### config.mk
export PLATFORM = sky130hd
export DESIGN_NAME = threshold_box_centroid_pd_tracker_flat
export DESIGN_NICKNAME = d
export VERILOG_FILES = /design/src/sv/tkr_pkg.sv /design/src/sv/tkr_if.sv /design/src/sv/tkr_front.sv /design/src/sv/tkr_queue.sv /design/src/sv/tkr_back.sv /design/src/sv/threshold_box_centroid_pd_tracker.sv /design/src/flat_wrapper.sv
export SDC_FILE = /design/constraint.sdc
export NUM_CORES = 1
export LEC_CHECK = 0
export BUFFER_PORTS_ARGS = -buffer_cell sky130_fd_sc_hd__buf_2
export CELL_PAD_IN_SITES_DETAIL_PLACEMENT = 0
export CELL_PAD_IN_SITES_GLOBAL_PLACEMENT = 1
export CORE_AREA = 2 2 185 187
export DETAILED_ROUTE_END_ITERATION = 7
export DIE_AREA = 0 0 187 189
export PLACE_DENSITY_LB_ADDON = 0.1
export SLEW_MARGIN = 20
export SYNTH_ARGS = -nofsm -noshare
export SYNTH_HDL_FRONTEND = slang
export SYNTH_SLANG_ARGS = --single-unit
### constraint.sdc
create_clock -name clk -period 12 [get_ports clk]
set_input_delay 1.8 -clock clk [delete_from_list [all_inputs] [get_ports clk]]
set_output_delay 1.8 -clock clk [all_outputs]
set_load 0.01 [all_outputs]
### src/sv/tkr_pkg.sv
package tkr_pkg;

	localparam int FRAME_ROWS = 60;
	localparam int FRAME_COLS = 80;

	localparam int PIX_W = 8;
	localparam int ROW_W = 6;
	localparam int COL_W = 7;
	localparam int DRV_W = 8;

	localparam int QUEUE_DEPTH = 2;
	localparam int QUEUE_AW    = 1;

	localparam int APB_AW = 4;
	localparam int APB_DW = 32;

	// Register indexes, taken from paddr[3:2].
	localparam logic [1:0] REG_THRESHOLD  = 2'd0;
	localparam logic [1:0] REG_TARGET_COL = 2'd1;
	localparam logic [1:0] REG_TARGET_ROW = 2'd2;

	localparam logic [PIX_W-1:0] THRESHOLD_RESET  = 8'd85;
	localparam logic [COL_W-1:0] TARGET_COL_RESET = 7'd40;
	localparam logic [ROW_W-1:0] TARGET_ROW_RESET = 6'd30;

	// Bounding box of one finished frame, handed from front to back.
	typedef struct packed {
		logic             any_hit;
		logic [COL_W-1:0] min_col;
		logic [COL_W-1:0] max_col;
		logic [ROW_W-1:0] min_row;
		logic [ROW_W-1:0] max_row;
	} box_sum_t;

	// Floor of m/5 for m up to 255, by multiplying with 205/1024.
	function automatic logic [5:0] div5(input logic [7:0] m);
		logic [15:0] p;
		p = {8'd0, m} * 16'd205;
		return p[15:10];
	endfunction

	// Floor of m/3 for m up to 127, by multiplying with 171/512.
	function automatic logic [5:0] div3(input logic [6:0] m);
		logic [15:0] p;
		p = {9'd0, m} * 16'd171;
		return p[14:9];
	endfunction

	// Clamp a 10-bit two's complement value to the 8-bit range.
	function automatic logic [DRV_W-1:0] sat8(input logic [9:0] v);
		logic [DRV_W-1:0] r;
		r = v[7:0];
		if (!v[9] && (v[8:7] != 2'b00)) begin
			r = 8'h7f;
		end else if (v[9] && (v[8:7] != 2'b11)) begin
			r = 8'h80;
		end
		return r;
	endfunction

endpackage

### src/sv/tkr_if.sv
interface tkr_pix_if;
	import tkr_pkg::*;

	logic             valid;
	logic             ready;
	logic [PIX_W-1:0] pixel_value;
	logic             frame_start;

	modport source(output valid, pixel_value, frame_start, input ready);
	modport sink(input valid, pixel_value, frame_start, output ready);
endinterface

interface tkr_res_if;
	import tkr_pkg::*;

	logic             valid;
	logic             ready;
	logic [DRV_W-1:0] servo_x_drive;
	logic [DRV_W-1:0] servo_y_drive;
	logic             target_found;
	logic [COL_W-1:0] centre_col;
	logic [ROW_W-1:0] centre_row;

	modport source(output valid, servo_x_drive, servo_y_drive, target_found, centre_col,
		centre_row, input ready);
	modport sink(input valid, servo_x_drive, servo_y_drive, target_found, centre_col,
		centre_row, output ready);
endinterface

### src/sv/tkr_front.sv
module tkr_front (
	input  logic                     clk,
	input  logic                     arst_n,
	tkr_pix_if.sink                  pixel,
	input  logic [tkr_pkg::PIX_W-1:0] threshold,
	input  logic                     q_ready,
	output logic                     q_push,
	output tkr_pkg::box_sum_t        q_data
);
	import tkr_pkg::*;

	logic [ROW_W-1:0] row_q;
	logic [COL_W-1:0] col_q;
	logic [ROW_W-1:0] min_row_q;
	logic [ROW_W-1:0] max_row_q;
	logic [COL_W-1:0] min_col_q;
	logic [COL_W-1:0] max_col_q;
	logic             hit_q;

	logic [ROW_W-1:0] row_c;
	logic [COL_W-1:0] col_c;
	logic [ROW_W-1:0] min_row_c;
	logic [ROW_W-1:0] max_row_c;
	logic [COL_W-1:0] min_col_c;
	logic [COL_W-1:0] max_col_c;
	logic             hit_c;

	logic [ROW_W-1:0] min_row_n;
	logic [ROW_W-1:0] max_row_n;
	logic [COL_W-1:0] min_col_n;
	logic [COL_W-1:0] max_col_n;
	logic             hit_n;
	logic             pix_hit;
	logic             last_pix;
	logic             accept;

	assign pixel.ready = q_ready;
	assign accept      = pixel.valid && q_ready;

	always_comb begin
		// A frame start flag clears position and box before this pixel is used.
		if (pixel.frame_start) begin
			row_c     = '0;
			col_c     = '0;
			min_row_c = ROW_W'(FRAME_ROWS);
			max_row_c = '0;
			min_col_c = COL_W'(FRAME_COLS);
			max_col_c = '0;
			hit_c     = 1'b0;
		end else begin
			row_c     = row_q;
			col_c     = col_q;
			min_row_c = min_row_q;
			max_row_c = max_row_q;
			min_col_c = min_col_q;
			max_col_c = max_col_q;
			hit_c     = hit_q;
		end

		pix_hit   = pixel.pixel_value > threshold;
		min_row_n = (pix_hit && (row_c < min_row_c)) ? row_c : min_row_c;
		max_row_n = (pix_hit && (row_c > max_row_c)) ? row_c : max_row_c;
		min_col_n = (pix_hit && (col_c < min_col_c)) ? col_c : min_col_c;
		max_col_n = (pix_hit && (col_c > max_col_c)) ? col_c : max_col_c;
		hit_n     = hit_c || pix_hit;

		last_pix = (row_c == ROW_W'(FRAME_ROWS - 1)) && (col_c == COL_W'(FRAME_COLS - 1));
	end

	assign q_push          = accept && last_pix;
	assign q_data.any_hit  = hit_n;
	assign q_data.min_col  = min_col_n;
	assign q_data.max_col  = max_col_n;
	assign q_data.min_row  = min_row_n;
	assign q_data.max_row  = max_row_n;

	always_ff @(posedge clk or negedge arst_n) begin
		if (!arst_n) begin
			row_q     <= '0;
			col_q     <= '0;
			min_row_q <= ROW_W'(FRAME_ROWS);
			max_row_q <= '0;
			min_col_q <= COL_W'(FRAME_COLS);
			max_col_q <= '0;
			hit_q     <= 1'b0;
		end else if (accept) begin
			if (last_pix) begin
				row_q     <= '0;
				col_q     <= '0;
				min_row_q <= ROW_W'(FRAME_ROWS);
				max_row_q <= '0;
				min_col_q <= COL_W'(FRAME_COLS);
				max_col_q <= '0;
				hit_q     <= 1'b0;
			end else begin
				if (col_c == COL_W'(FRAME_COLS - 1)) begin
					col_q <= '0;
					row_q <= (row_c == ROW_W'(FRAME_ROWS - 1)) ? '0 : row_c + 1'b1;
				end else begin
					col_q <= col_c + 1'b1;
					row_q <= row_c;
				end
				min_row_q <= min_row_n;
				max_row_q <= max_row_n;
				min_col_q <= min_col_n;
				max_col_q <= max_col_n;
				hit_q     <= hit_n;
			end
		end
	end
endmodule

### src/sv/tkr_queue.sv
module tkr_queue (
	input  logic              clk,
	input  logic              arst_n,
	input  logic              push,
	input  tkr_pkg::box_sum_t push_data,
	output logic              not_full,
	input  logic              pop,
	output logic              head_valid,
	output tkr_pkg::box_sum_t head
);
	import tkr_pkg::*;

	box_sum_t              mem_q [QUEUE_DEPTH];
	logic [QUEUE_AW-1:0]   wr_ptr_q;
	logic [QUEUE_AW-1:0]   rd_ptr_q;
	logic [QUEUE_AW:0]     count_q;

	assign not_full   = count_q != (QUEUE_AW+1)'(QUEUE_DEPTH);
	assign head_valid = count_q != '0;
	assign head       = mem_q[rd_ptr_q];

	always_ff @(posedge clk) begin
		if (push) begin
			mem_q[wr_ptr_q] <= push_data;
		end
	end

	always_ff @(posedge clk or negedge arst_n) begin
		if (!arst_n) begin
			wr_ptr_q <= '0;
			rd_ptr_q <= '0;
			count_q  <= '0;
		end else begin
			if (push) begin
				wr_ptr_q <= wr_ptr_q + 1'b1;
			end
			if (pop) begin
				rd_ptr_q <= rd_ptr_q + 1'b1;
			end
			if (push && !pop) begin
				count_q <= count_q + 1'b1;
			end else if (pop && !push) begin
				count_q <= count_q - 1'b1;
			end
		end
	end
endmodule

### src/sv/tkr_back.sv
module tkr_back (
	input  logic                      clk,
	input  logic                      arst_n,
	input  logic                      head_valid,
	input  tkr_pkg::box_sum_t         head,
	output logic                      pop,
	input  logic [tkr_pkg::COL_W-1:0] target_col,
	input  logic [tkr_pkg::ROW_W-1:0] target_row,
	tkr_res_if.source                 result
);
	import tkr_pkg::*;

	logic             valid_q;
	logic [DRV_W-1:0] drv_x_q;
	logic [DRV_W-1:0] drv_y_q;
	logic             found_q;
	logic [COL_W-1:0] cc_q;
	logic [ROW_W-1:0] cr_q;
	logic [DRV_W-1:0] last_ex_q;
	logic [DRV_W-1:0] last_ey_q;

	logic [COL_W:0]   col_sum;
	logic [ROW_W:0]   row_sum;
	logic [COL_W-1:0] cc;
	logic [ROW_W-1:0] cr;
	logic [8:0]       ex;
	logic [7:0]       ey;
	logic [8:0]       ex_adj;
	logic [8:0]       ex_half;
	logic [9:0]       dx_diff;
	logic [9:0]       dy_diff;
	logic [9:0]       dx_mag;
	logic [9:0]       dy_mag;
	logic [9:0]       qx5;
	logic [9:0]       qy5;
	logic [8:0]       ey2;
	logic [8:0]       ey2_mag;
	logic [9:0]       qy3;
	logic [9:0]       sum_x;
	logic [9:0]       sum_y;

	assign pop = head_valid && (!valid_q || result.ready);

	always_comb begin
		col_sum = {1'b0, head.min_col} + {1'b0, head.max_col};
		row_sum = {1'b0, head.min_row} + {1'b0, head.max_row};
		cc      = col_sum[COL_W:1];
		cr      = row_sum[ROW_W:1];
		ex      = {2'b00, target_col} - {2'b00, cc};
		ey      = {2'b00, target_row} - {2'b00, cr};

		// Halving that rounds toward zero: add one to negative values first.
		ex_adj  = ex + {8'd0, ex[8]};
		ex_half = {ex_adj[8], ex_adj[8:1]};

		// Derivative terms, divided by five in sign-magnitude form.
		dx_diff = {ex[8], ex} - {{2{last_ex_q[7]}}, last_ex_q};
		dy_diff = {{2{ey[7]}}, ey} - {{2{last_ey_q[7]}}, last_ey_q};
		dx_mag  = dx_diff[9] ? (~dx_diff + 10'd1) : dx_diff;
		dy_mag  = dy_diff[9] ? (~dy_diff + 10'd1) : dy_diff;
		qx5     = dx_diff[9] ? (~{4'd0, div5(dx_mag[7:0])} + 10'd1) : {4'd0, div5(dx_mag[7:0])};
		qy5     = dy_diff[9] ? (~{4'd0, div5(dy_mag[7:0])} + 10'd1) : {4'd0, div5(dy_mag[7:0])};

		ey2     = {ey, 1'b0};
		ey2_mag = ey2[8] ? (~ey2 + 9'd1) : ey2;
		qy3     = ey2[8] ? (~{4'd0, div3(ey2_mag[6:0])} + 10'd1) : {4'd0, div3(ey2_mag[6:0])};

		sum_x = {ex_half[8], ex_half} + qx5;
		sum_y = qy3 + qy5;
	end

	always_ff @(posedge clk) begin
		if (pop) begin
			found_q <= head.any_hit;
			if (head.any_hit) begin
				drv_x_q <= sat8(sum_x);
				drv_y_q <= sat8(sum_y);
				cc_q    <= cc;
				cr_q    <= cr;
			end else begin
				drv_x_q <= '0;
				drv_y_q <= '0;
				cc_q    <= '0;
				cr_q    <= '0;
			end
		end
	end

	always_ff @(posedge clk or negedge arst_n) begin
		if (!arst_n) begin
			valid_q   <= 1'b0;
			last_ex_q <= '0;
			last_ey_q <= '0;
		end else begin
			if (pop) begin
				valid_q <= 1'b1;
			end else if (result.ready) begin
				valid_q <= 1'b0;
			end
			// An empty frame keeps the previous errors.
			if (pop && head.any_hit) begin
				last_ex_q <= sat8({ex[8], ex});
				last_ey_q <= ey;
			end
		end
	end

	assign result.valid         = valid_q;
	assign result.servo_x_drive = drv_x_q;
	assign result.servo_y_drive = drv_y_q;
	assign result.target_found  = found_q;
	assign result.centre_col    = cc_q;
	assign result.centre_row    = cr_q;
endmodule

### src/sv/threshold_box_centroid_pd_tracker.sv
// Throughput: one pixel word per clock; the input stalls only while the two-entry
// frame queue is full, which needs two finished frames waiting behind a held output.
// The result word of a frame is written into the queue at the clock edge that accepts
// its last pixel; the drive math loads it into the output register when the queue pops
// it, which waits while an unaccepted result is held or older frames are ahead of it.
// Reset (arst_n, asynchronous, active low) clears counters, box, last errors, queue and
// output valid, and loads the registers with threshold 85, target column 40, target row 30.
module threshold_box_centroid_pd_tracker (
	input  logic                       clk,
	input  logic                       arst_n,
	tkr_pix_if.sink                    pixel,
	tkr_res_if.source                  result,
	input  logic                       psel,
	input  logic                       penable,
	input  logic                       pwrite,
	input  logic [tkr_pkg::APB_AW-1:0] paddr,
	input  logic [tkr_pkg::APB_DW-1:0] pwdata,
	output logic [tkr_pkg::APB_DW-1:0] prdata,
	output logic                       pready
);
	import tkr_pkg::*;

	logic [PIX_W-1:0] threshold_q;
	logic [COL_W-1:0] target_col_q;
	logic [ROW_W-1:0] target_row_q;

	logic     q_push;
	logic     q_not_full;
	logic     q_pop;
	logic     q_valid;
	box_sum_t q_in;
	box_sum_t q_head;
	logic     cfg_wr;

	assign pready = 1'b1;
	assign cfg_wr = psel && penable && pwrite;

	always_ff @(posedge clk or negedge arst_n) begin
		if (!arst_n) begin
			threshold_q  <= THRESHOLD_RESET;
			target_col_q <= TARGET_COL_RESET;
			target_row_q <= TARGET_ROW_RESET;
		end else if (cfg_wr) begin
			case (paddr[3:2])
				REG_THRESHOLD:  threshold_q  <= pwdata[PIX_W-1:0];
				REG_TARGET_COL: target_col_q <= pwdata[COL_W-1:0];
				REG_TARGET_ROW: target_row_q <= pwdata[ROW_W-1:0];
				default: ;
			endcase
		end
	end

	always_comb begin
		case (paddr[3:2])
			REG_THRESHOLD:  prdata = {{(APB_DW-PIX_W){1'b0}}, threshold_q};
			REG_TARGET_COL: prdata = {{(APB_DW-COL_W){1'b0}}, target_col_q};
			REG_TARGET_ROW: prdata = {{(APB_DW-ROW_W){1'b0}}, target_row_q};
			default:        prdata = '0;
		endcase
	end

	tkr_front u_front (
		.clk       (clk),
		.arst_n    (arst_n),
		.pixel     (pixel),
		.threshold (threshold_q),
		.q_ready   (q_not_full),
		.q_push    (q_push),
		.q_data    (q_in)
	);

	tkr_queue u_queue (
		.clk        (clk),
		.arst_n     (arst_n),
		.push       (q_push),
		.push_data  (q_in),
		.not_full   (q_not_full),
		.pop        (q_pop),
		.head_valid (q_valid),
		.head       (q_head)
	);

	tkr_back u_back (
		.clk        (clk),
		.arst_n     (arst_n),
		.head_valid (q_valid),
		.head       (q_head),
		.pop        (q_pop),
		.target_col (target_col_q),
		.target_row (target_row_q),
		.result     (result)
	);
endmodule
### src/flat_wrapper.sv
// flat-port wrapper written by rule: the top's interface ports become plain ports
module threshold_box_centroid_pd_tracker_flat import tkr_pkg::*;
  (clk, arst_n, psel, penable, pwrite, paddr, pwdata, prdata, pready, pixel_valid, pixel_pixel_value, pixel_frame_start, pixel_ready, result_valid, result_servo_x_drive, result_servo_y_drive, result_target_found, result_centre_col, result_centre_row, result_ready);
  tkr_pix_if pixel_i ();
  tkr_res_if result_i ();
  input  logic clk;
  input  logic arst_n;
  input  logic psel;
  input  logic penable;
  input  logic pwrite;
  input  logic [tkr_pkg::APB_AW-1:0] paddr;
  input  logic [tkr_pkg::APB_DW-1:0] pwdata;
  output logic [tkr_pkg::APB_DW-1:0] prdata;
  output logic pready;
  input wire logic [$bits(pixel_i.valid)-1:0] pixel_valid;
  input wire logic [$bits(pixel_i.pixel_value)-1:0] pixel_pixel_value;
  input wire logic [$bits(pixel_i.frame_start)-1:0] pixel_frame_start;
  output wire logic [$bits(pixel_i.ready)-1:0] pixel_ready;
  output wire logic [$bits(result_i.valid)-1:0] result_valid;
  output wire logic [$bits(result_i.servo_x_drive)-1:0] result_servo_x_drive;
  output wire logic [$bits(result_i.servo_y_drive)-1:0] result_servo_y_drive;
  output wire logic [$bits(result_i.target_found)-1:0] result_target_found;
  output wire logic [$bits(result_i.centre_col)-1:0] result_centre_col;
  output wire logic [$bits(result_i.centre_row)-1:0] result_centre_row;
  input wire logic [$bits(result_i.ready)-1:0] result_ready;
  assign pixel_i.valid = pixel_valid;
  assign pixel_i.pixel_value = pixel_pixel_value;
  assign pixel_i.frame_start = pixel_frame_start;
  assign pixel_ready = pixel_i.ready;
  assign result_valid = result_i.valid;
  assign result_servo_x_drive = result_i.servo_x_drive;
  assign result_servo_y_drive = result_i.servo_y_drive;
  assign result_target_found = result_i.target_found;
  assign result_centre_col = result_i.centre_col;
  assign result_centre_row = result_i.centre_row;
  assign result_i.ready = result_ready;
  threshold_box_centroid_pd_tracker u_core (.clk(clk), .arst_n(arst_n), .pixel(pixel_i), .result(result_i), .psel(psel), .penable(penable), .pwrite(pwrite), .paddr(paddr), .pwdata(pwdata), .prdata(prdata), .pready(pready));
endmodule
-- Word-level counts from Yosys, hierarchy flattened
Memories as Yosys holds them, arrays and structs flattened.
Index checks and enable logic that the tools add are counted.
- output and inout bits: 65
- bits in read-only memories: 0
- latch bits: 0
- flip-flop bits (word level): 111
- logic and storage cells: 147
- bits in writable memories: 54
- bits of input ports: 52
- memories: 1
- reduce and logical (&&, ||, !) cells: 39
- div/mod/pow operators: 0
- add/sub/neg operators: 21
- equal/unequal tests: 8
- multiply operators: 3
- $lt $le $gt $ge: 5
- shift operators: 0
- bitwise gates (word level): 7
- muxes and demuxes: 40
- memory list (name ; depth ; bits a word ; rd ports ; clocked after Yosys merged registers in ; write ports ; line ; text):
    u_core.u_queue.mem_q ; 2 ; 27 ; 1 ; 0 ; 1 ; tkr_queue.sv:13 ; box_sum_t mem_q [QUEUE_DEPTH];
- operator list (cell ; count):
    7-bit two-way mux ; 12
    6-bit two-way mux ; 10
    8-bit two-way mux ; 6
    8-bit by 8-bit multiplier with 16-bit output, second input constant ; 2
    10-bit by 1-bit adder with 10-bit output, second input constant ; 3
    10-bit two-way mux ; 3
    6-bit NOT with 10-bit output ; 3
    8-bit one-hot mux with 3 select lines ; 1
    10-bit adder ; 2
    1-bit logical AND ; 19
    8-bit by 1-bit adder with 8-bit output, second input constant ; 2
    8-bit NOT ; 2
    7-bit by 7-bit subtractor with 8-bit output ; 2
    7-bit by 8-bit multiplier with 15-bit output, second input constant ; 1
    7-bit by 1-bit adder with 7-bit output, second input constant ; 2
    2-bit nonzero test ; 6
    8-bit by 2-bit adder with 9-bit output ; 1
    8-bit by 8-bit subtractor with 9-bit output ; 1
    7-bit by 7-bit adder with 8-bit output ; 1
    8-bit greater-than comparator ; 1
    2-bit inequality test, second input constant ; 4
    6-bit by 6-bit adder with 7-bit output ; 1
    7-bit == test, second input constant ; 1
    7-bit greater-than comparator ; 1
    other kinds (20) ; 36

-- Longest topological paths before layout
Gate-level depths: netlist of run 1.
An unclocked memory read counts as a cell.
- word-level depth: 16
- depth in mapped cells: 54
- depth with buffers taken out: 51

-- Modules after synthesis
From an unflattened synthesis of run 1, not the netlist that was laid out.
- cell total of the unflattened synthesis: 1573
- area, all modules: 15185.8 µm²
- by module, submodules not included (module ; times used ; cells each ; area each (µm²) ; seq. area each (µm²)):
    tkr_back ; 1 ; 939 ; 8294.2 ; 1301.2
    tkr_front ; 1 ; 436 ; 3445.8 ; 1008.5
    tkr_queue ; 1 ; 100 ; 2237.1 ; 1721.7
    threshold_box_centroid_pd_tracker ; 1 ; 98 ; 1208.7 ; 538.0

-- Worst setup path before layout of run 1
Ideal clock, no wire load.
- kind: reg2reg
- start: register u_core.u_queue.rd_ptr_q
- end: register u_core.u_back.drv_y_q[0] (netlist: u_core.u_back.result.servo_y_drive[0]) (data pin)
- setup time: 0.269 ns
- required time: 11.731 ns
- cell stages (with the launch flop): 47
- period minus slack after synthesis: 11.761 ns
- setup slack: 0.239 ns
- data arrival time: 11.492 ns
- buffers on the path: 2
- cells stage by stage: dfrtp_1 -> clkbuf_1 -> buf_1 -> mux2_2 -> ha_1 -> a21o_1 -> a21o_1 -> a21oi_1 -> xor2_1 -> ha_1 -> and2_4 -> a221oi_2 -> nand2_1 -> clkinv_1 -> ha_1 -> nor3b_1 -> a21oi_1 -> nor4_1 -> [... 11 more ...] -> a21oi_1 -> xnor2_1 -> ha_1 -> nand3_1 -> mux2i_1 -> nor2_1 -> xor2_1 -> ha_1 -> and3_1 -> a2111oi_0 -> a21oi_1 -> a31o_2 -> or2_2 -> o22a_1 -> o211ai_1 -> o2111ai_1 -> o211ai_4 -> o22ai_1
- cells in the longest elaborated chain, start to end: 16
- elaborated cells on any way between the ends: 26
- classes of those cells: 8 x add/sub; 2 x mul; 1 x eq/ne; 6 x mux; 4 x bitwise; 4 x reduce/logical; 1 x memory
- ends and longest elaborated chain (what ; line ; text):
    from (decl) ; tkr_queue.sv:15 ; logic [QUEUE_AW-1:0] rd_ptr_q;
    from (signal assigned) ; tkr_queue.sv:38 ; rd_ptr_q <= rd_ptr_q + 1'b1;
    memory 2 x 27 bit (*) ; -- ;
    6-bit by 6-bit adder with 7-bit output (*) ; tkr_back.sv:46 ; row_sum = {1'b0, head.min_row} + {1'b0, head.max_row};
    6-bit by 6-bit subtractor with 7-bit output (*) ; tkr_back.sv:50 ; ey = {2'b00, target_row} - {2'b00, cr};
    named net u_core.u_back.ey[6] ; tkr_back.sv:27 ; logic [7:0] ey;
    7-bit by 7-bit subtractor with 8-bit output ; tkr_back.sv:58 ; dy_diff = {{2{ey[7]}}, ey} - {{2{last_ey_q[7]}}, last_ey_q};
    8-bit NOT ; tkr_back.sv:60 ; dy_mag = dy_diff[9] ? (~dy_diff + 10'd1) : dy_diff;
    8-bit by 1-bit adder with 8-bit output ; tkr_back.sv:60 ;
    8-bit two-way mux ; tkr_back.sv:60 ;
    8-bit by 8-bit multiplier with 16-bit output ; tkr_pkg.sv:38 ; p = {8'd0, m} * 16'd205;
    6-bit NOT with 10-bit output ; tkr_back.sv:62 ; qy5 = dy_diff[9] ? (~{4'd0, div5(dy_mag[7:0])} + 10'd1) : {4'd0, div5(dy_mag[7:0])};
    10-bit by 1-bit adder with 10-bit output ; tkr_back.sv:62 ;
    10-bit two-way mux ; tkr_back.sv:62 ;
    10-bit adder (*) ; tkr_back.sv:69 ; sum_y = qy3 + qy5;
    2-bit inequality test ; tkr_pkg.sv:55 ; end else if (v[9] && (v[8:7] != 2'b11)) begin
    1-bit logical AND ; tkr_pkg.sv:55 ;
    8-bit two-way mux ; tkr_pkg.sv:55 ;
    7-bit two-way mux (*) ; tkr_pkg.sv:53 ; if (!v[9] && (v[8:7] != 2'b00)) begin
    to (signal assigned) ; tkr_back.sv:77 ; drv_y_q <= sat8(sum_y);
    to (decl) ; tkr_back.sv:15 ; logic [DRV_W-1:0] drv_y_q;
The timed path passes the listed nets; every way through them passes the cells marked *.
A chain may end at the register's enable or synchronous reset.

-- Final worst setup path of run 1
- start: register u_core.u_queue.rd_ptr_q
- end: register u_core.u_back.drv_y_q[3] (netlist: u_core.u_back.result.servo_y_drive[3]) (data pin)
Same word-level chain as after synthesis.

==> flow_summary.toml, run 1 <==
[synth]
syn_area_um2 = 14400
synth_cell_types = 86
syn_inst = 1461
yosysSeqAreaShare = 0.316
yosys_warnings = 0
ys_ff_latch = 165
synthFlopType = "edfxtp_1"
synth_edf_count = 84
avgSynthCellArea_um2 = 9.88
synth_async_sr_flop_share = 0.491

[layout]
synthToLayoutAreaGrowth_pct = 12.4
nNetsFinal = 1857
nFillCells = 3217
drive_gt1_frac = 0.166
multi_input_area_um2 = 9210
seqCellArea_um2 = 4570
instances_no_fill = 2019
design_area_um2 = 16200

[cts]
clkSlewWorstSetupHoldPaths_ns = 0.08
cts_tree = "built"
numCtsBuffers = 17
hold_buffers = 0
cts.sinks = 165
root_buffer = "clkbuf_16"
clockBufferDepth = 2
insertion_delay_ns = 0.45
cts-htree-levels = 4

[sta]
final.min_clock_period_ns = 11.31
drv_slew = 0
slew_headroom = 0.260
fin_crit_sh = 0.942
fmax_ghz = 0.0885
holdWs_ns = 0.484
hold_viol = 0
clock_skew_ns = 0.0151
setup_ws_ns = 0.694
worstMarginPinSlew_ns = 1.11
finalSetupViolations = 0

[global_route]
grt-ovfl-total = 0
grt_antenna_before_repair = 2
grt_pass1_vias = 10500
grt_max_degree = 54
grtUsageTotal = 0.189
grt_pass1_wl_mm = 53.4

[run_status]
status = "complete, no violations"

[worst_setup_path]
critPathKind = "reg -> reg"
cpPeakStageDelay_ns = 0.53
startpoint_type = "register"
slowest_stage = "fa_1"
crit_fanout = 7
cp.arrival_ns = 11.59
critPathRequiredTime_ns = 12.29
cp_common_cell = "ha_1"
endpoint_kind = "register"

[place]
dp_cells = 1976
place_area_um2 = 15400
port_buffers = 65
dp_hpwl_mm = 25.8
place_ws_ns = 0.214
gp_congestion = 0.827

[floorplan]
pin_count = 117
core_area_um2 = 33300
fp.dieH_um = 189
die_x_um = 187
start_util = 0.434
fp-row-count = 67
dieArea_um2 = 35300

[detailed_routing]
wirelength_mm = 32.6
avgViaCountPerCell = 5.22
drt_pass1_iterations = 5
drc = 0
wire_per_inst_um = 16.2
final_antenna_net_count = 0
vias = 10500
drt_iter0_markers = 417

[hold_path]
min_path_type = "reg -> reg"

[run]
max-cap-violations = 0
==> kinds of logic after synthesis <==
family                     share of synthesized area
adders and majority gates                      0.234
muxes                                         0.0624
DFF                                            0.316
buffers and inverters                         0.0637
AOI/OAI and AO/OA                              0.148
and+or+nand+nor                                0.111
xor gates and xnor gates                      0.0635
other                                       0.000520
==> worst max-delay path: cells and delay by family, from the launching register on <==
| family | cells | cell delay (ns) |
|---|---|---|
| AND/OR/NAND/NOR | 10 | 1.43 |
| adder cells (fa/ha/maj) | 10 | 3.70 |
| flip-flops | 1 | 0.42 |
| XOR/XNOR | 3 | 0.57 |
| buffers and inverters | 9 | 0.95 |
| multiplexers | 2 | 0.59 |
| AO/OA/AOI/OAI | 18 | 3.48 |
==> sequential cells by signal, summed over array words and instances (netlist names), 7 cells and up <==
name and flops:
u_core.target_col_q 7, u_core.u_front.min_col_q 7, u_core.u_queue.mem_q 54, u_core.u_front.max_col_q 7, u_core.u_back.last_ex_q 8, u_core.u_back.last_ey_q 7
u_core.u_back.result.centre_col 7, u_core.threshold_q 8, u_core.u_front.col_q 7, u_core.u_back.result.servo_y_drive 8, u_core.u_back.result.servo_x_drive 8
==> placed cells by master, fill, tap and decap left out, types with 5 or more instances in the layout <==
cell type,Yosys,routed
o211ai_1,10,10
nor2_1,72,70
nand4_1,11,11
o22a_1,8,8
o21a_1,15,15
a211o_1,11,11
a31oi_1,14,14
conb_1,2,25
nor2b_1,19,17
dfrtp_1,65,64
mux2_2,48,48
inv_8,0,5
nor4_1,6,6
o21ai_1,1,9
xor2_1,40,37
inv_1,160,159
a22o_1,22,22
o31ai_1,7,7
o21ai_0,81,73
mux2i_1,36,35
clkbuf_16,0,18
nand3_1,24,24
nand2_1,112,112
and3_1,10,10
and2_1,8,8
fa_1,36,35
buf_4,25,46
a21o_1,31,31
edfxtp_1,84,84
a41oi_1,5,5
nor3_1,11,10
xnor2_1,59,56
ha_1,213,211
dfstp_2,16,16
buf_2,0,64
nand2b_1,18,18
a21oi_1,57,55
==> routing by layer <==
metal | share of wire | GRT usage | wire length (um) | up-vias
li1 | - | - | - | 5351
met1 | 0.49 | 0.254 | 16100 | 5054
met2 | 0.47 | 0.319 | 15400 | 115
met3 | 0.022 | 0.0272 | 708 | 19
met4 | 0.013 | 0.0495 | 420 | 0
met5 | 0 | 0 | 0 | -
==> area by class of cell <==
class                   instances  area share
multi-input cells            1099       0.567
repair buffers                111      0.0417
clock inverters                14     0.00948
flip-flops and latches        165       0.282
well taps                     448      0.0345
clock buffers                  18      0.0278
diodes                          2    0.000308
inverters                     162      0.0375
==> stage by stage <==
stage,setup TNS (ns),util
after floorplan,0,-
after global placement,0,0.462
after detailed placement,0,0.462
after CTS,0,0.481
after global routing,-0.249,0.488
final,0,0.488
==> repair_timing <==
action / in CTS / in global routing
buffers inserted: 0 / 9
endpoints found under the setup margin: 0 / 16
resized for setup: 0 / 43
==> final timing paths <==
kind                                                              from                                                   to  slack, ns  cells after the start
min in group asynchronous                                       arst_n                  u_core.u_front.col_q[5]$_DFFE_PN0P_       1.28                      1
worst min-delay path            u_core.u_back.last_ey_q[6]$_DFFE_PN0P_               u_core.u_back.last_ey_q[6]$_DFFE_PN0P_       0.48                      2
worst max-delay path               u_core.u_queue.rd_ptr_q$_DFFE_PN0P_  u_core.u_back.result.servo_y_drive[3]$_SDFFCE_PN0P_       0.69                     52
max in group asynchronous                                       arst_n                  u_core.u_queue.rd_ptr_q$_DFFE_PN0P_       9.59                      2
worst max register to register     u_core.u_queue.rd_ptr_q$_DFFE_PN0P_  u_core.u_back.result.servo_y_drive[3]$_SDFFCE_PN0P_       0.69                     52
worst min register to register  u_core.u_back.last_ey_q[6]$_DFFE_PN0P_               u_core.u_back.last_ey_q[6]$_DFFE_PN0P_       0.48                      2
==> cell usage after synthesis (all sizes together) (4+ instances only) <==
master / n / area share
ha: 213 / 0.18
inv: 160 / 0.042
nand2: 112 / 0.029
edfxtp: 84 / 0.17
o21ai: 83 / 0.029
nor2: 72 / 0.019
dfrtp: 65 / 0.11
xnor2: 60 / 0.038
a21oi: 57 / 0.020
mux2: 48 / 0.037
xor2: 40 / 0.024
fa: 36 / 0.050
mux2i: 36 / 0.025
a21o: 31 / 0.016
buf: 29 / 0.014
clkbuf: 29 / 0.0075
nand3: 24 / 0.0083
a22o: 22 / 0.013
nor2b: 19 / 0.0082
nand2b: 18 / 0.0078
dfstp: 16 / 0.029
o21a: 16 / 0.0088
a31oi: 14 / 0.0061
a211o: 12 / 0.0074
and3: 12 / 0.0059
o211ai: 12 / 0.0075
and2: 11 / 0.0050
nand4: 11 / 0.0048
nor3: 11 / 0.0038
o22a: 8 / 0.0049
nor3b: 7 / 0.0036
o22ai: 7 / 0.0030
o31ai: 7 / 0.0036
a41oi: 6 / 0.0042
nor4: 6 / 0.0026
a221oi: 4 / 0.0029
o21bai: 4 / 0.0021
or2: 4 / 0.0017
or3: 4 / 0.0017
Power of run 1 is not shown: default switching activity piles up to over one toggle a cycle in this logic, so the estimate is an artifact.
==> run 2, diff against run 1 <==
--- a/config.mk
+++ b/config.mk
@@ -12,6 +12,7 @@
 export DETAILED_ROUTE_END_ITERATION = 7
 export DIE_AREA = 0 0 187 189
 export PLACE_DENSITY_LB_ADDON = 0.1
+export RECOVER_POWER = 25
 export SLEW_MARGIN = 20
 export SYNTH_ARGS = -nofsm -noshare
 export SYNTH_HDL_FRONTEND = slang
==> flow_summary.toml, run 2 (synthesis gave the netlist of run 1 again) <==
[sta]
finalSetupViolations = 0
holdWs_ns = 0.484
hold_viol = 0
clock_skew_ns = 0.0161
worstMarginPinSlew_ns = 3.11
slew_headroom = -1.07
drv_slew = 84
final.min_clock_period_ns = 11.29
fin_crit_sh = 0.941
fmax_ghz = 0.0885

[global_route]
grt_pass1_vias = 10500
grt_antenna_before_repair = 2
grt_max_degree = 54
grtUsageTotal = 0.189
grt-ovfl-total = 0
grt_pass1_wl_mm = 53.4

[place]
gp_congestion = 0.827
place_area_um2 = 15400
port_buffers = 65
dp_hpwl_mm = 25.8

[worst_setup_path]
slowest_stage = "fa_1"
cpPeakStageDelay_ns = 0.53
crit_fanout = 7
cp_common_cell = "ha_1"
startpoint_type = "register"
critPathRequiredTime_ns = 12.29
critPathKind = "reg -> reg"
cp.arrival_ns = 11.58
endpoint_kind = "register"

[detailed_routing]
wire_per_inst_um = 16.1
wirelength_mm = 32.6
vias = 10500
avgViaCountPerCell = 5.22
drt_pass1_iterations = 7
final_antenna_net_count = 0
drc = 0
drt_iter0_markers = 402

[floorplan]
fp.dieH_um = 189
dieArea_um2 = 35300
core_area_um2 = 33300
die_x_um = 187
start_util = 0.434
fp-row-count = 67
pin_count = 117

[cts]
numCtsBuffers = 17
hold_buffers = 0
cts.sinks = 165
cts-htree-levels = 4
clockBufferDepth = 2
clkSlewWorstSetupHoldPaths_ns = 0.08
cts_tree = "built"
insertion_delay_ns = 0.45
root_buffer = "clkbuf_16"

[layout]
final_cell_mix = "211 x ha_1, 159 x inv_1, 112 x nand2_1"
regMostFlops = "u_core.u_queue.mem_q"
final_common_cell = "ha_1"
design_area_um2 = 16200
drive_gt1_frac = 0.163
largest_reg_flops = 54
nNetsFinal = 1857
synthToLayoutAreaGrowth_pct = 12.2

[run]
max-cap-violations = 2

[run_status]
violations = "capacitance limit, slew limit"
status = "complete, but fails checks"

[hold_path]
min_path_type = "reg -> reg"
==> run 2: changes by cell type in the layout (fill, tap and decap cells not counted), sizes merged <==
| cell | change |
|---|---|
| buf | -5 |
| clkbuf | +5 |
==> run 2: timing repair <==
action | CTS | global route
hold endpoints to repair | 0 | 0
setup endpoints to repair | 0 | 16
buffers inserted | 0 | 9
gates resized for setup | 0 | 43
==> run 2: cell type report <==
| type | count | area, um2 |
|---|---|---|
| fill | 3223 | 17100 |
| multi-input combinational | 1099 | 9200 |
| sequential | 165 | 4570 |
| timing repair buffer | 111 | 661 |
| inverter | 162 | 608 |
| tap | 448 | 561 |
| clock buffer | 18 | 450 |
| clock inverter | 14 | 154 |
| antenna | 2 | 5.00 |
==> run 2: worst paths after layout <==
check / from / end / slack (ns) / cells past startpoint
setup / recovery: u_core.u_queue.rd_ptr_q$_DFFE_PN0P_ / u_core.u_back.result.servo_y_drive[3]$_SDFFCE_PN0P_ / 0.71 / 52
hold / removal: u_core.u_back.last_ey_q[6]$_DFFE_PN0P_ / u_core.u_back.last_ey_q[6]$_DFFE_PN0P_ / 0.48 / 2
setup reg to reg: u_core.u_queue.rd_ptr_q$_DFFE_PN0P_ / u_core.u_back.result.servo_y_drive[3]$_SDFFCE_PN0P_ / 0.71 / 52
hold reg to reg: u_core.u_back.last_ey_q[6]$_DFFE_PN0P_ / u_core.u_back.last_ey_q[6]$_DFFE_PN0P_ / 0.48 / 2
max in group asynchronous: arst_n / u_core.u_queue.rd_ptr_q$_DFFE_PN0P_ / 6.30 / 2
min in group asynchronous: arst_n / u_core.u_front.col_q[5]$_DFFE_PN0P_ / 1.79 / 1
==> run 2: worst max-delay path: cells and delay by family, from the launching register on <==
family,cells,cell delay (ns)
adder cells (fa/ha/maj),10,3.70
AO/OA/AOI/OAI,18,3.44
AND/OR/NAND/NOR,10,1.44
buffers and inverters,9,0.95
multiplexers,2,0.59
XOR/XNOR,3,0.57
flip-flops,1,0.42
==> run 2: routing by layer <==
metal | share of wire | global-route usage | vias up
met3 | 0.022 | 0.0272 | 19
met5 | 0 | 0 | -
met2 | 0.47 | 0.319 | 115
met4 | 0.013 | 0.0495 | 0
met1 | 0.49 | 0.254 | 5051
li1 | - | - | 5349
==> run 2: per-stage QoR <==
stage                     setup WS (ns)  TNS, ns  std cells  utilization
final                             0.706        0       2019        0.487
after global routing            -0.0454   -0.221       2018        0.487
after CTS                         0.159        0       2008        0.481
after detailed placement          0.214        0       1976        0.462
after global placement            0.242        0       1976        0.462
after floorplan                   0.239        0       1484            -
Power of run 2 is left out for the same reason.
==> run 3, diff against run 2 <==
==> constraint.sdc (replaced) <==
create_clock -name clk -period 12 [get_ports clk]
set_input_delay 2.4 -clock clk [delete_from_list [all_inputs] [get_ports clk]]
set_output_delay 2.4 -clock clk [all_outputs]
set_load 0.01 [all_outputs]
==> flow_summary.toml, run 3 (synthesis gave the netlist of run 1 again) <==
[worst_setup_path]
cp.arrival_ns = 11.52
critPathRequiredTime_ns = 12.28
startpoint_type = "register"
endpoint_kind = "register"
crit_fanout = 7
cpPeakStageDelay_ns = 0.53
critPathKind = "reg -> reg"
slowest_stage = "fa_1"

[layout]
drive_gt1_frac = 0.160
nNetsFinal = 1858
synthToLayoutAreaGrowth_pct = 12.2
regMostFlops = "u_core.u_queue.mem_q"
instances_no_fill = 2021
final_common_cell = "ha_1"
final_cell_mix = "211 x ha_1, 159 x inv_1, 112 x nand2_1"
largest_reg_flops = 54
nFillCells = 3231

[detailed_routing]
drc = 0
vias = 10500
drt_iter0_markers = 440
wirelength_mm = 32.6
wire_per_inst_um = 16.1
drt_pass1_iterations = 5
avgViaCountPerCell = 5.20
final_antenna_net_count = 0

[floorplan]
fp-row-count = 67
pin_count = 117
dieArea_um2 = 35300
start_util = 0.434
die_x_um = 187
fp.dieH_um = 189
core_area_um2 = 33300

[run_status]
status = "complete, but fails checks"
violations = "capacitance limit, slew limit"

[sta]
clock_skew_ns = 0.00762
final.min_clock_period_ns = 11.24
slew_headroom = -1.28
fin_crit_sh = 0.937
finalSetupViolations = 0
fmax_ghz = 0.0890
worstMarginPinSlew_ns = 3.43
drv_slew = 60
holdWs_ns = 0.487
hold_viol = 0

[cts]
insertion_delay_ns = 0.44
numCtsBuffers = 17
hold_buffers = 0
cts.sinks = 165
cts-htree-levels = 4
clockBufferDepth = 2
root_buffer = "clkbuf_16"
cts_tree = "built"
clkSlewWorstSetupHoldPaths_ns = 0.07

[global_route]
grt_pass1_vias = 10400
grt-ovfl-total = 0
grt_antenna_before_repair = 3
grtUsageTotal = 0.190
grt_pass1_wl_mm = 53.6
grt_max_degree = 60

[place]
dp_cells = 1977
port_buffers = 65
gp_congestion = 0.827
dp_hpwl_mm = 25.8

[hold_path]
min_path_type = "reg -> reg"

[run]
max-cap-violations = 1
==> run 3: cell count changes in the layout (fill, tap and decap cells not counted), sizes merged <==
cell    delta
bufinv     +2
buf        -1
clkinv     -2
clkbuf     +3
diode      +1
inv        -1
==> run 3: cell type report <==
type	instances	area, um2	share of cell area
timing repair buffer	112	661	0.0408
sequential	165	4570	0.282
multi-input combinational	1099	9200	0.568
clock buffer	19	433	0.0267
clock inverter	13	168	0.0103
inverter	162	608	0.0375
antenna	3	7.51	0.000463
tap	448	561	0.0346
==> run 3: critical path: cells and delay by family (launching register included) <==
family | cells | cell delay [ns]
adder cells (fa/ha/maj) | 10 | 3.66
AO/OA/AOI/OAI | 18 | 3.51
AND/OR/NAND/NOR | 10 | 1.39
buffers and inverters | 9 | 0.97
multiplexers | 2 | 0.61
XOR/XNOR | 3 | 0.56
flip-flops | 1 | 0.40
==> run 3: path summary, 6_finish.rpt <==
| path | endpoint | slack (ns) | cells after the start | start |
|---|---|---|---|---|
| max in group asynchronous | u_core.u_queue.rd_ptr_q$_DFFE_PN0P_ | 5.58 | 2 | arst_n |
| hold / removal | u_core.u_back.last_ey_q[2]$_DFFE_PN0P_ | 0.49 | 2 | u_core.u_back.last_ey_q[2]$_DFFE_PN0P_ |
| min in group asynchronous | u_core.u_front.min_col_q[3]$_DFFE_PN0P_ | 2.28 | 1 | arst_n |
| setup / recovery | u_core.u_back.result.servo_y_drive[0]$_SDFFCE_PN0P_ | 0.76 | 52 | u_core.u_queue.rd_ptr_q$_DFFE_PN0P_ |
| setup reg to reg | u_core.u_back.result.servo_y_drive[0]$_SDFFCE_PN0P_ | 0.76 | 52 | u_core.u_queue.rd_ptr_q$_DFFE_PN0P_ |
| hold reg to reg | u_core.u_back.last_ey_q[2]$_DFFE_PN0P_ | 0.49 | 2 | u_core.u_back.last_ey_q[2]$_DFFE_PN0P_ |
==> run 3: stage by stage <==
stage	utilization	area, um2	TNS (ns)	worst slack [ns]
floorplan	-	14500	0	0.239
global placement	0.463	15400	0	0.267
detailed placement	0.463	15400	0	0.171
CTS	0.481	16000	0	0.118
global route	0.487	16200	-0.0194	-0.00966
finish	0.487	16200	0	0.761
==> run 3: repair_timing <==
item | in CTS | in global routing
gates resized for setup | 0 | 36
setup endpoints to repair | 0 | 16
setup buffers | 0 | 9
==> run 3: metal layers <==
layer  GRT usage  wire [um]
met1       0.260      16300
met2       0.309      14900
met4      0.0546        633
met5           0          0
met3      0.0317        776
Power of run 3 is left out for the same reason.
